===== src/hw/rtl/bpsa_pkg.sv =====
// types and constants for the buffer pool slot allocator
package bpsa_pkg;

   localparam int unsigned REQ_TDATA_W = 8;
   localparam int unsigned RSP_TDATA_W = 144;
   localparam int unsigned CSR_DATA_W  = 7;
   localparam int unsigned PCT_W       = 7;
   localparam int unsigned SLOT_IDX_W  = 8;
   localparam int unsigned USED_OUT_W  = 9;
   localparam int unsigned COUNT_W     = 32;
   localparam int unsigned TOTAL_W     = 33;

   localparam logic [PCT_W-1:0] WARN_THRESHOLD_RESET = 7'd80;

   typedef enum logic {
      OP_GET    = 1'b0,
      OP_RETURN = 1'b1
   } op_type;

   typedef struct packed {
      logic                  high_use;
      logic [TOTAL_W-1:0]    request_total;
      logic [COUNT_W-1:0]    miss_total;
      logic [COUNT_W-1:0]    hit_total;
      logic [PCT_W-1:0]      peak_percent;
      logic [PCT_W-1:0]      utilization_now;
      logic [USED_OUT_W-1:0] used_now;
      logic [PCT_W-1:0]      op_utilization;
      logic [SLOT_IDX_W-1:0] granted_index;
      logic                  granted;
   } rsp_type;

   localparam int unsigned RSP_PAD_W = RSP_TDATA_W - $bits(rsp_type);

endpackage


===== src/hw/rtl/buffer_pool_slot_allocator_top.sv =====
// buffer pool slot allocator: free map, lowest free grant, usage statistics
//
// req channel: one item per request, req_tuser is the kind (0 get, 1 return),
// req_tdata the slot being returned (ignored for get).
// rsp channel: exactly one item per request, carrying the grant, the usage
// figures, the hit and miss counters and the high-use flag.
// csr channel: one write sets the 7-bit warning threshold; csr_ready is
// always high. Write it only while no request is in flight.
// Each request passes through an input register, then the free map lookup,
// priority encode and counter update feeding the result register.
// Throughput is one item per cycle while rsp_tready stays high, set by the
// single read-modify-write of the free map and the usage count.
// Reset (synchronous) marks every slot free, clears the counters and the
// peak, and loads a threshold of 80 percent.
// When the receiver stalls, the result register holds its item and the
// input register still takes one more; req_tready falls only when both
// are full.
module buffer_pool_slot_allocator_top
   import bpsa_pkg::*;
#(
   parameter int unsigned POOL_SLOTS = 32
) (
   input  logic                   clock,
   input  logic                   reset,
   input  logic                   req_tvalid,
   output logic                   req_tready,
   input  logic [REQ_TDATA_W-1:0] req_tdata,   // slot_index
   input  logic                   req_tuser,   // op
   output logic                   rsp_tvalid,
   input  logic                   rsp_tready,
   output logic [RSP_TDATA_W-1:0] rsp_tdata,   // granted, granted_index,
                                               // op_utilization, used_now,
                                               // utilization_now, peak_percent,
                                               // hit_total, miss_total,
                                               // request_total, high_use, zeros
   input  logic                   csr_valid,
   output logic                   csr_ready,
   input  logic [CSR_DATA_W-1:0]  csr_wdata    // warn_threshold
);

   localparam int unsigned SLOT_W = (POOL_SLOTS > 1) ? $clog2(POOL_SLOTS) : 1;
   localparam int unsigned USED_W = $clog2(POOL_SLOTS + 1);

   typedef logic [PCT_W-1:0] pct_arr_type [POOL_SLOTS+1];

   function automatic pct_arr_type build_pct();
      pct_arr_type t;
      for (int i = 0; i <= int'(POOL_SLOTS); i++) begin
         t[i] = PCT_W'((i * 100) / POOL_SLOTS);
      end
      return t;
   endfunction

   localparam pct_arr_type PCT_TABLE = build_pct();

   logic                   s1_valid_ff;
   op_type                 s1_op_ff;
   logic [SLOT_IDX_W-1:0]  s1_slot_ff;
   logic                   rsp_valid_ff;
   rsp_type                rsp_data_ff;
   rsp_type                rsp_data_in;

   logic [POOL_SLOTS-1:0]  free_ff, free_in;
   logic [USED_W-1:0]      used_ff, used_in;
   logic [COUNT_W-1:0]     hit_ff, hit_in;
   logic [COUNT_W-1:0]     miss_ff, miss_in;
   logic [PCT_W-1:0]       peak_ff, peak_in;
   logic [PCT_W-1:0]       thr_ff;

   logic                   s1_fire;
   logic                   req_fire;
   logic [POOL_SLOTS-1:0]  lowest_free;
   logic [SLOT_W-1:0]      lowest_idx;
   logic                   any_free;
   logic                   in_pool;
   logic [SLOT_W-1:0]      slot_sel;
   logic                   was_used;
   logic [PCT_W-1:0]       op_util;
   logic                   miss;
   logic                   granted;
   logic [SLOT_IDX_W-1:0]  gidx;

   assign s1_fire    = s1_valid_ff && (!rsp_valid_ff || rsp_tready);
   assign req_tready = !s1_valid_ff || s1_fire;
   assign req_fire   = req_tvalid && req_tready;
   assign csr_ready  = 1'b1;
   assign rsp_tvalid = rsp_valid_ff;
   assign rsp_tdata  = {{RSP_PAD_W{1'b0}}, rsp_data_ff};

   // lowest free slot
   assign lowest_free = free_ff & (~free_ff + POOL_SLOTS'(1));
   assign any_free    = |free_ff;

   always_comb begin
      lowest_idx = '0;
      for (int i = 0; i < int'(POOL_SLOTS); i++) begin
         lowest_idx = lowest_idx | (lowest_free[i] ? SLOT_W'(i) : '0);
      end
   end

   assign in_pool  = {1'b0, s1_slot_ff} < USED_OUT_W'(POOL_SLOTS);
   assign slot_sel = s1_slot_ff[SLOT_W-1:0];
   assign was_used = in_pool && !free_ff[slot_sel];

   always_comb begin
      free_in = free_ff;
      used_in = used_ff;
      hit_in  = hit_ff;
      miss_in = miss_ff;
      peak_in = peak_ff;
      op_util = '0;
      miss    = 1'b0;
      granted = 1'b0;
      gidx    = '0;
      unique case (s1_op_ff)
         OP_GET: begin
            op_util = PCT_TABLE[used_ff];
            if (op_util > peak_ff) begin
               peak_in = op_util;
            end
            if (any_free) begin
               free_in = free_ff & ~lowest_free;
               used_in = used_ff + USED_W'(1);
               hit_in  = hit_ff + COUNT_W'(1);
               granted = 1'b1;
               gidx    = SLOT_IDX_W'(lowest_idx);
            end else begin
               miss    = 1'b1;
               miss_in = miss_ff + COUNT_W'(1);
            end
         end
         OP_RETURN: begin
            if (in_pool) begin
               free_in[slot_sel] = 1'b1;
               granted           = 1'b1;
               gidx              = s1_slot_ff;
            end
            used_in = used_ff - USED_W'(was_used);
            op_util = PCT_TABLE[used_in];
         end
         default: begin
         end
      endcase

      rsp_data_in.granted         = granted;
      rsp_data_in.granted_index   = gidx;
      rsp_data_in.op_utilization  = op_util;
      rsp_data_in.used_now        = USED_OUT_W'(used_in);
      rsp_data_in.utilization_now = PCT_TABLE[used_in];
      rsp_data_in.peak_percent    = peak_in;
      rsp_data_in.hit_total       = hit_in;
      rsp_data_in.miss_total      = miss_in;
      rsp_data_in.request_total   = TOTAL_W'(hit_in) + TOTAL_W'(miss_in);
      rsp_data_in.high_use        = miss || (op_util > thr_ff);
   end

   always_ff @(posedge clock) begin
      if (reset) begin
         s1_valid_ff  <= 1'b0;
         rsp_valid_ff <= 1'b0;
         free_ff      <= '1;
         used_ff      <= '0;
         hit_ff       <= '0;
         miss_ff      <= '0;
         peak_ff      <= '0;
         thr_ff       <= WARN_THRESHOLD_RESET;
      end else begin
         if (csr_valid && csr_ready) begin
            thr_ff <= csr_wdata;
         end
         if (req_fire) begin
            s1_valid_ff <= 1'b1;
         end else if (s1_fire) begin
            s1_valid_ff <= 1'b0;
         end
         if (s1_fire) begin
            rsp_valid_ff <= 1'b1;
            free_ff      <= free_in;
            used_ff      <= used_in;
            hit_ff       <= hit_in;
            miss_ff      <= miss_in;
            peak_ff      <= peak_in;
         end else if (rsp_tready) begin
            rsp_valid_ff <= 1'b0;
         end
      end
   end

   always_ff @(posedge clock) begin
      if (req_fire) begin
         s1_op_ff   <= op_type'(req_tuser);
         s1_slot_ff <= req_tdata;
      end
      if (s1_fire) begin
         rsp_data_ff <= rsp_data_in;
      end
   end

   // used count tracks the free map
   assert property (@(posedge clock) disable iff (reset)
      32'(used_ff) == 32'(POOL_SLOTS) - 32'($countones(free_ff)))
      else $error("used count out of step with free map");

   // a miss only when the pool is full
   assert property (@(posedge clock) disable iff (reset)
      s1_fire && s1_op_ff == OP_GET && !any_free |-> 32'(used_ff) == 32'(POOL_SLOTS))
      else $error("miss with slots still free");

   // a granted get takes exactly one slot
   assert property (@(posedge clock) disable iff (reset)
      s1_fire && s1_op_ff == OP_GET && any_free |=> used_ff == $past(used_ff) + USED_W'(1))
      else $error("granted get did not take one slot");

   // peak never falls
   assert property (@(posedge clock) disable iff (reset)
      !$past(reset) |-> peak_ff >= $past(peak_ff))
      else $error("peak utilization decreased");

endmodule


===== config.mk =====
export PLATFORM = sky130hd
export DESIGN_NAME = buffer_pool_slot_allocator_top
export DESIGN_NICKNAME = d
export VERILOG_FILES = /design/src/hw/rtl/bpsa_pkg.sv /design/src/hw/rtl/buffer_pool_slot_allocator_top.sv
export SDC_FILE = /design/constraint.sdc
export NUM_CORES = 1
export LEC_CHECK = 0
export BUFFER_PORTS_ARGS = -buffer_cell sky130_fd_sc_hd__buf_2
export CORE_UTILIZATION = 59
export CTS_CLUSTER_DIAMETER = 80
export DETAILED_ROUTE_END_ITERATION = 7
export PLACE_DENSITY_LB_ADDON = 0.12
export REMOVE_ABC_BUFFERS = 1
export SLEW_MARGIN = 40
export SYNTH_ARGS = -nofsm -noshare
export SYNTH_HDL_FRONTEND = slang
export SYNTH_SLANG_ARGS = --single-unit

===== constraint.sdc =====
create_clock -name clock -period 6.5 [get_ports clock]
set_input_delay 0.65 -clock clock [delete_from_list [all_inputs] [get_ports clock]]
set_output_delay 0.65 -clock clock [all_outputs]
set_load 0.005 [all_outputs]

-- Word level (Yosys, flattened, before mapping)
Memory sizes are Yosys's and may differ from the RTL's. A register that Yosys moved wholly into a read port is not among the register bits.
Index checks and enable logic that the tools add are counted.
- bits in registers: 254
- bits in latches: 0
- memory bits (writable): 0
- bits in read-only memories: 1344
- input port bits: 21
- output and inout port bits: 147
- word-level logic and storage cells: 153
- memories kept: 3
- add/sub/neg operators: 6
- multiply operators: 0
- div/mod/pow operators: 0
- order comparisons: 7
- equality and inequality tests: 2
- shift-type cells: 0
- mux-type cells: 63
- bitwise operators: 39
- reductions and logical operators: 14
- memories (name ; depth ; width ; read ports ; clocked after Yosys merged registers in ; wr ports ; line ; RTL):
    (name not given) ; 64 ; 7 ; 1 ; 1 ; 0 ; buffer_pool_slot_allocator_top.sv:149 ; rsp_data_in.utilization_now = PCT_TABLE[used_in];
    (name not given) ; 64 ; 7 ; 1 ; 0 ; 0 ; buffer_pool_slot_allocator_top.sv:139 ; op_util = PCT_TABLE[used_in];
    (name not given) ; 64 ; 7 ; 1 ; 0 ; 0 ; buffer_pool_slot_allocator_top.sv:117 ; op_util = PCT_TABLE[used_ff];
- operator list (operator ; number):
    two-way mux 32 bit ; 6
    adder 32 x 1 -> 32 bit (second input constant) ; 3
    two-way mux 5 bit ; 17
    bitwise OR 5 bit ; 15
    bitwise AND 32 bit ; 2
    inverter 32 bit ; 2
    case mux 32 bit (2 select lines) ; 1
    two-way mux 7 bit ; 6
    adder 32 x 32 -> 33 bit ; 1
    two-way mux 4 bit ; 8
    bitwise OR 32 bit ; 1
    OR reduction 32 bit ; 1
    bitwise OR 4 bit ; 7
    inverter 6 -> 7 bit ; 3
    case mux 8 bit (2 select lines) ; 1
    greater-or-equal comparator 7 bit (second input constant) ; 2
    greater-than comparator 7 bit ; 2
    case mux 7 bit (2 select lines) ; 1
    two-way mux 3 bit ; 4
    case mux 6 bit (2 select lines) ; 1
    two-way mux 1 bit ; 11
    bitwise OR 3 bit ; 3
    less-than comparator 8 x 6 -> 1 bit (second input constant) ; 1
    two-way mux 8 bit ; 1
    22 further kinds ; 31

-- Logic depth before layout (Yosys ltp)
- depth after elaboration: 36
- depth in mapped cells: 24
- mapped depth without buffers: 23

-- Worst setup path after synthesis
No wires, ideal clock.
- path kind: input to register
- start: input port rsp_tready
- end: register used_ff[5]
- setup time: 0.128 ns
- arrival: 5.694 ns
- data required time: 6.372 ns
- slack: 0.678 ns
- stages: 8
- buffers on the path: 2
- path through: nor2b_1 -> nand2b_1 -> inv_1 -> clkbuf_1 -> buf_1 -> nand2_1 -> xnor2_1 -> nor2_1
- longest elaborated chain between the ends: 2
- ends and longest elaborated chain (element ; line ; RTL):
    start: declaration ; buffer_pool_slot_allocator_top.sv:30 ; input logic rsp_tready,
    logical OR 1 bit ; buffer_pool_slot_allocator_top.sv:83 ; assign s1_fire = s1_valid_ff && (!rsp_valid_ff || rsp_tready);
    logical AND 1 bit ; buffer_pool_slot_allocator_top.sv:83 ;
    net s1_fire ; buffer_pool_slot_allocator_top.sv:70 ; logic s1_fire;
    end signal: assignment ; buffer_pool_slot_allocator_top.sv:179 ; used_ff <= used_in;
    end: declaration ; buffer_pool_slot_allocator_top.sv:64 ; logic [USED_W-1:0] used_ff, used_in;
The timed path passes the listed nets, and every way through them passes these cells.
A chain may end at the register's enable or synchronous reset.

==> metrics.md <==
| Metric | Value |
|---|---|
| Largest net degree at the start of global routing | `90` |
| Worst-skew pair later-pin latency | `0.54 ns` |
| Setup_tns | `0 ns` |
| Post-Synth Adder-Cell Area | `6.56%` |
| Violated checks | `design-rule violations` |
| Post-route ant nets | `0` |
| Placed cell area | `0.0156 sq mm` |
| Hold Vio Cnt, Final | `0` |
| Clock transition at path regs | `0.06 ns` |
| Average wire per standard cell | `16.5 um` |
| Leakage | `6.54 nW` |
| Via count | `11,500` |
| Min-Delay Path Class | `primary input to flip-flop` |
| CP top delay family | `compound AO/OA/AOI/OAI gates` |
| Reg area | `0.00666 sq mm` |
| CTS tree | `done` |
| Die area | `0.0254 sq mm` |
| Starting density of the core | `60.1%` |
| CTS buffer count | `28` |
| Post-detail-place hpwl | `22.6 mm` |
| P_sw | `0.855 mW` |
| Setup-failing EPs final | `0` |
| CP arrival | `5.85 ns` |
| Overflow after GRT | `0` |
| PortBufs | `156` |
| Comb power frac | `7.2%` |
| Seq cells post-synth | `261` |
| Number of synthesized flops with an enable pin | `143` |
| Critical Path Start Type | `flip-flop` |
| Core box area | `0.0243 sq mm` |
| Fmax | `179 MHz` |
| Fin. max-slew vios | `0` |
| Unrepaired setup endpoints after global routing | `false` |
| FP Rows | `57` |
| Pre-Repair DR Iteration Count | `8` |
| Worst-Margin Slew | `0.751 ns` |
| Routed vias/inst | `5.80` |
| Final critical-path share of the clock period | `85.8%` |
| Max incr delay on CP | `0.82 ns` |
| Tot Pwr | `3.74 mW` |
| Post-CTS sizing | `0` |
| Die Y | `159 um` |
| Nets@finish | `1,737` |
| CTS max path bufs | `3` |
| Post-Synth Simple-Gate Area | `18.5%` |
| Sequential power share | `48.9%` |
| Req. time, crit path | `6.77 ns` |
| Post-synth top flop | `edfxtp_1` |
| I/O pins | `168` |
| Switching Share | `22.9%` |
| Leading cell types in the layout, fill and taps excluded | `nor2_1, buf_2, edfxtp_1, nand2_1, dfxtp_1` |
| Ys Warns | `0` |
| Asr flop ratio synth | `0%` |
| Hold_buf cts | `0` |
| MaxCap Viol Count | `0` |
| VDD IR-drop max | `0.197 mV` |
| P_int | `2.88 mW` |
| Crit path cell chain | `mux4_2 > mux2_2 > a22o_1 > a211oi_1 > ha_1 > nor3b_2 > xnor2_2 > nor2_1 > a21oi_1 > nor2_1 > a21oi_1 > a21oi_1 > o22a_1 > ha_1 > o21a_1 > o21a_1 > o21a_1 > o21ai_0 > nand2b_1 > a21oi_1 > o22ai_1` |
| Syn avg cell area | `9.72 sq um` |
| Multi-input gate area | `0.00751 sq mm` |
| Chip width | `159 um` |
| Initial antenna violation count | `0` |
| Sequential-to-total area share from yosys stat | `45.6%` |
| CTS H-Tree Depth | `1` |
| Clock power frac | `43.9%` |
| Critical path class | `flip-flop to flip-flop` |
| Max FO, Critical Path | `17` |
| Fraction of layout cells with a size suffix above 1 | `16.0%` |
| Post-route DRC | `1` |
| Slew margin rel. | `49.3%` |
| Synth Area in Compound Gates | `13.7%` |
| Design area | `0.0166 sq mm` |
| CP Capture Type | `flip-flop` |
| Gr usage total | `25.6%` |
| Post-CTS Setup Repair Bufs | `0` |
| Post-synthesis mux area share | `3.18%` |
| Area growth syn-to-layout | `13.6%` |
| Number of global-route vias before repair | `10,700` |
| Tmin final | `5.58 ns` |
| ANT cells | `0` |
| Synth Instances | `1,502` |
| Most common cell after layout, fill and taps aside | `nor2_1` |
| Post-synthesis xor/xnor area fraction | `8.88%` |
| Main combinational cell family by area after synthesis | `simple AND/OR/NAND/NOR gates` |
| Drt total wl | `32.8 mm` |
| First-pass GRT wire length | `53.6 mm` |
| PwrDens | `225 mW/mm^2` |
| Filler Cells Inserted | `1,869` |
| Yosys cell types | `83` |
| Final GP Congestion | `0.917` |
| Most used cell, CP | `a21oi_1` |
| CTS Root Cell | `clkbuf_16` |
| Clk sinks | `261` |
| Status | `finished, violations left` |
| Clk_skew | `0.0128 ns` |
| Slowest cell on the critical path | `edfxtp_1` |
| Mapped Area | `0.0146 sq mm` |
| Initial DRC Count | `877` |
| Worst path bufs/invs | `0` |
-- flip-flops by register name, summed over array words and instances, names as in the netlist, 6 cells and up --
| name | flops |
|---|---|
| hit_ff | 32 |
| miss_ff | 32 |
| thr_ff | 7 |
| s1_slot_ff | 8 |
| free_ff | 32 |
| peak_ff | 7 |
| used_ff | 6 |
| rsp_tdata | 134 |
-- kinds of logic (layout without fill, tap and decap cells) --
group / Yosys count / count (layout)
buf+inv: 121 / 269
other cells: 2 / 14
mux: 34 / 34
flops: 261 / 261
fa+ha+maj: 76 / 76
xor+xnor: 148 / 148
simple gates: 548 / 548
compound gates: 312 / 312
-- power by group through the flow --
stage                     Sequential [mW]  Clock, mW  Combinational (mW)
final                                1.83       1.64               0.270
after global routing                 1.83       1.73               0.301
after detailed placement             1.86          0               0.267
after floorplan                      1.87          0               0.152
after CTS                            1.83       1.67               0.269
after global placement               1.86          0               0.264
-- worst paths after layout --
check                startpoint        endpoint  slack [ns]  depth (start not counted)
setup reg to reg  s1_slot_ff[0]  rsp_tdata[136]        0.92                         21
setup / recovery  s1_slot_ff[0]  rsp_tdata[136]        0.92                         21
hold reg to reg      peak_ff[6]      peak_ff[6]        0.46                          2
hold / removal     req_tdata[1]   s1_slot_ff[1]        0.29                          1
-- cells in the mapped netlist (5+ instances only) --
cell | count | share of area (%)
a211oi_1 | 15 | 0.77
a21o_1 | 10 | 0.51
a21oi_1 | 97 | 3.3
a221o_1 | 6 | 0.41
a31oi_1 | 14 | 0.60
and2_1 | 9 | 0.39
and3_1 | 22 | 0.94
and4_1 | 5 | 0.30
buf_1 | 6 | 0.15
buf_4 | 13 | 0.67
clkbuf_1 | 46 | 1.2
dfxtp_1 | 118 | 16
edfxtp_1 | 143 | 29
ha_1 | 75 | 6.4
inv_1 | 51 | 1.3
mux2_2 | 9 | 0.69
mux2i_1 | 16 | 1.1
mux4_2 | 9 | 1.4
nand2_1 | 136 | 3.5
nand2b_1 | 13 | 0.56
nand3_1 | 41 | 1.4
nand4_1 | 13 | 0.56
nor2_1 | 188 | 4.8
nor2b_1 | 9 | 0.39
nor3_1 | 50 | 1.7
nor3b_1 | 10 | 0.51
nor4_1 | 8 | 0.34
nor4_4 | 5 | 0.73
o211ai_1 | 14 | 0.72
o21a_1 | 14 | 0.72
o21ai_0 | 79 | 2.7
o21bai_1 | 6 | 0.31
or3_1 | 15 | 0.64
xnor2_1 | 78 | 4.7
xor2_1 | 70 | 4.2
-- cell type report --
class	count	area share [%]
Clock buffer	31	4.42
Clock inverter	21	1.36
Inverter	51	1.20
Multi-Input combinational cell	1132	45.3
Sequential cell	261	40.1
Tap cell	324	2.44
Timing Repair Buffer	166	5.20
-- routing by layer --
layer | global-route usage (%) | share of wire, %
met1 | 35.7 | 45
met2 | 41.6 | 46
met3 | 3.83 | 6.7
met4 | 7.21 | 2.3
met5 | 0 | 0
-- stage by stage --
step,cells,setup WS (ns),hold slack [ns],utilization (%)
5_1_grt,1986,0.567,0.265,68.2
2_1_floorplan,1444,0.269,0.430,-
6_report,1986,0.923,0.287,68.2
4_1_cts,1985,0.601,0.264,68.1
3_3_place_gp,1933,0.717,0.444,64.1
3_5_place_dp,1933,0.617,0.456,64.2
No activity file was read; power rests on OpenSTA's default activity.
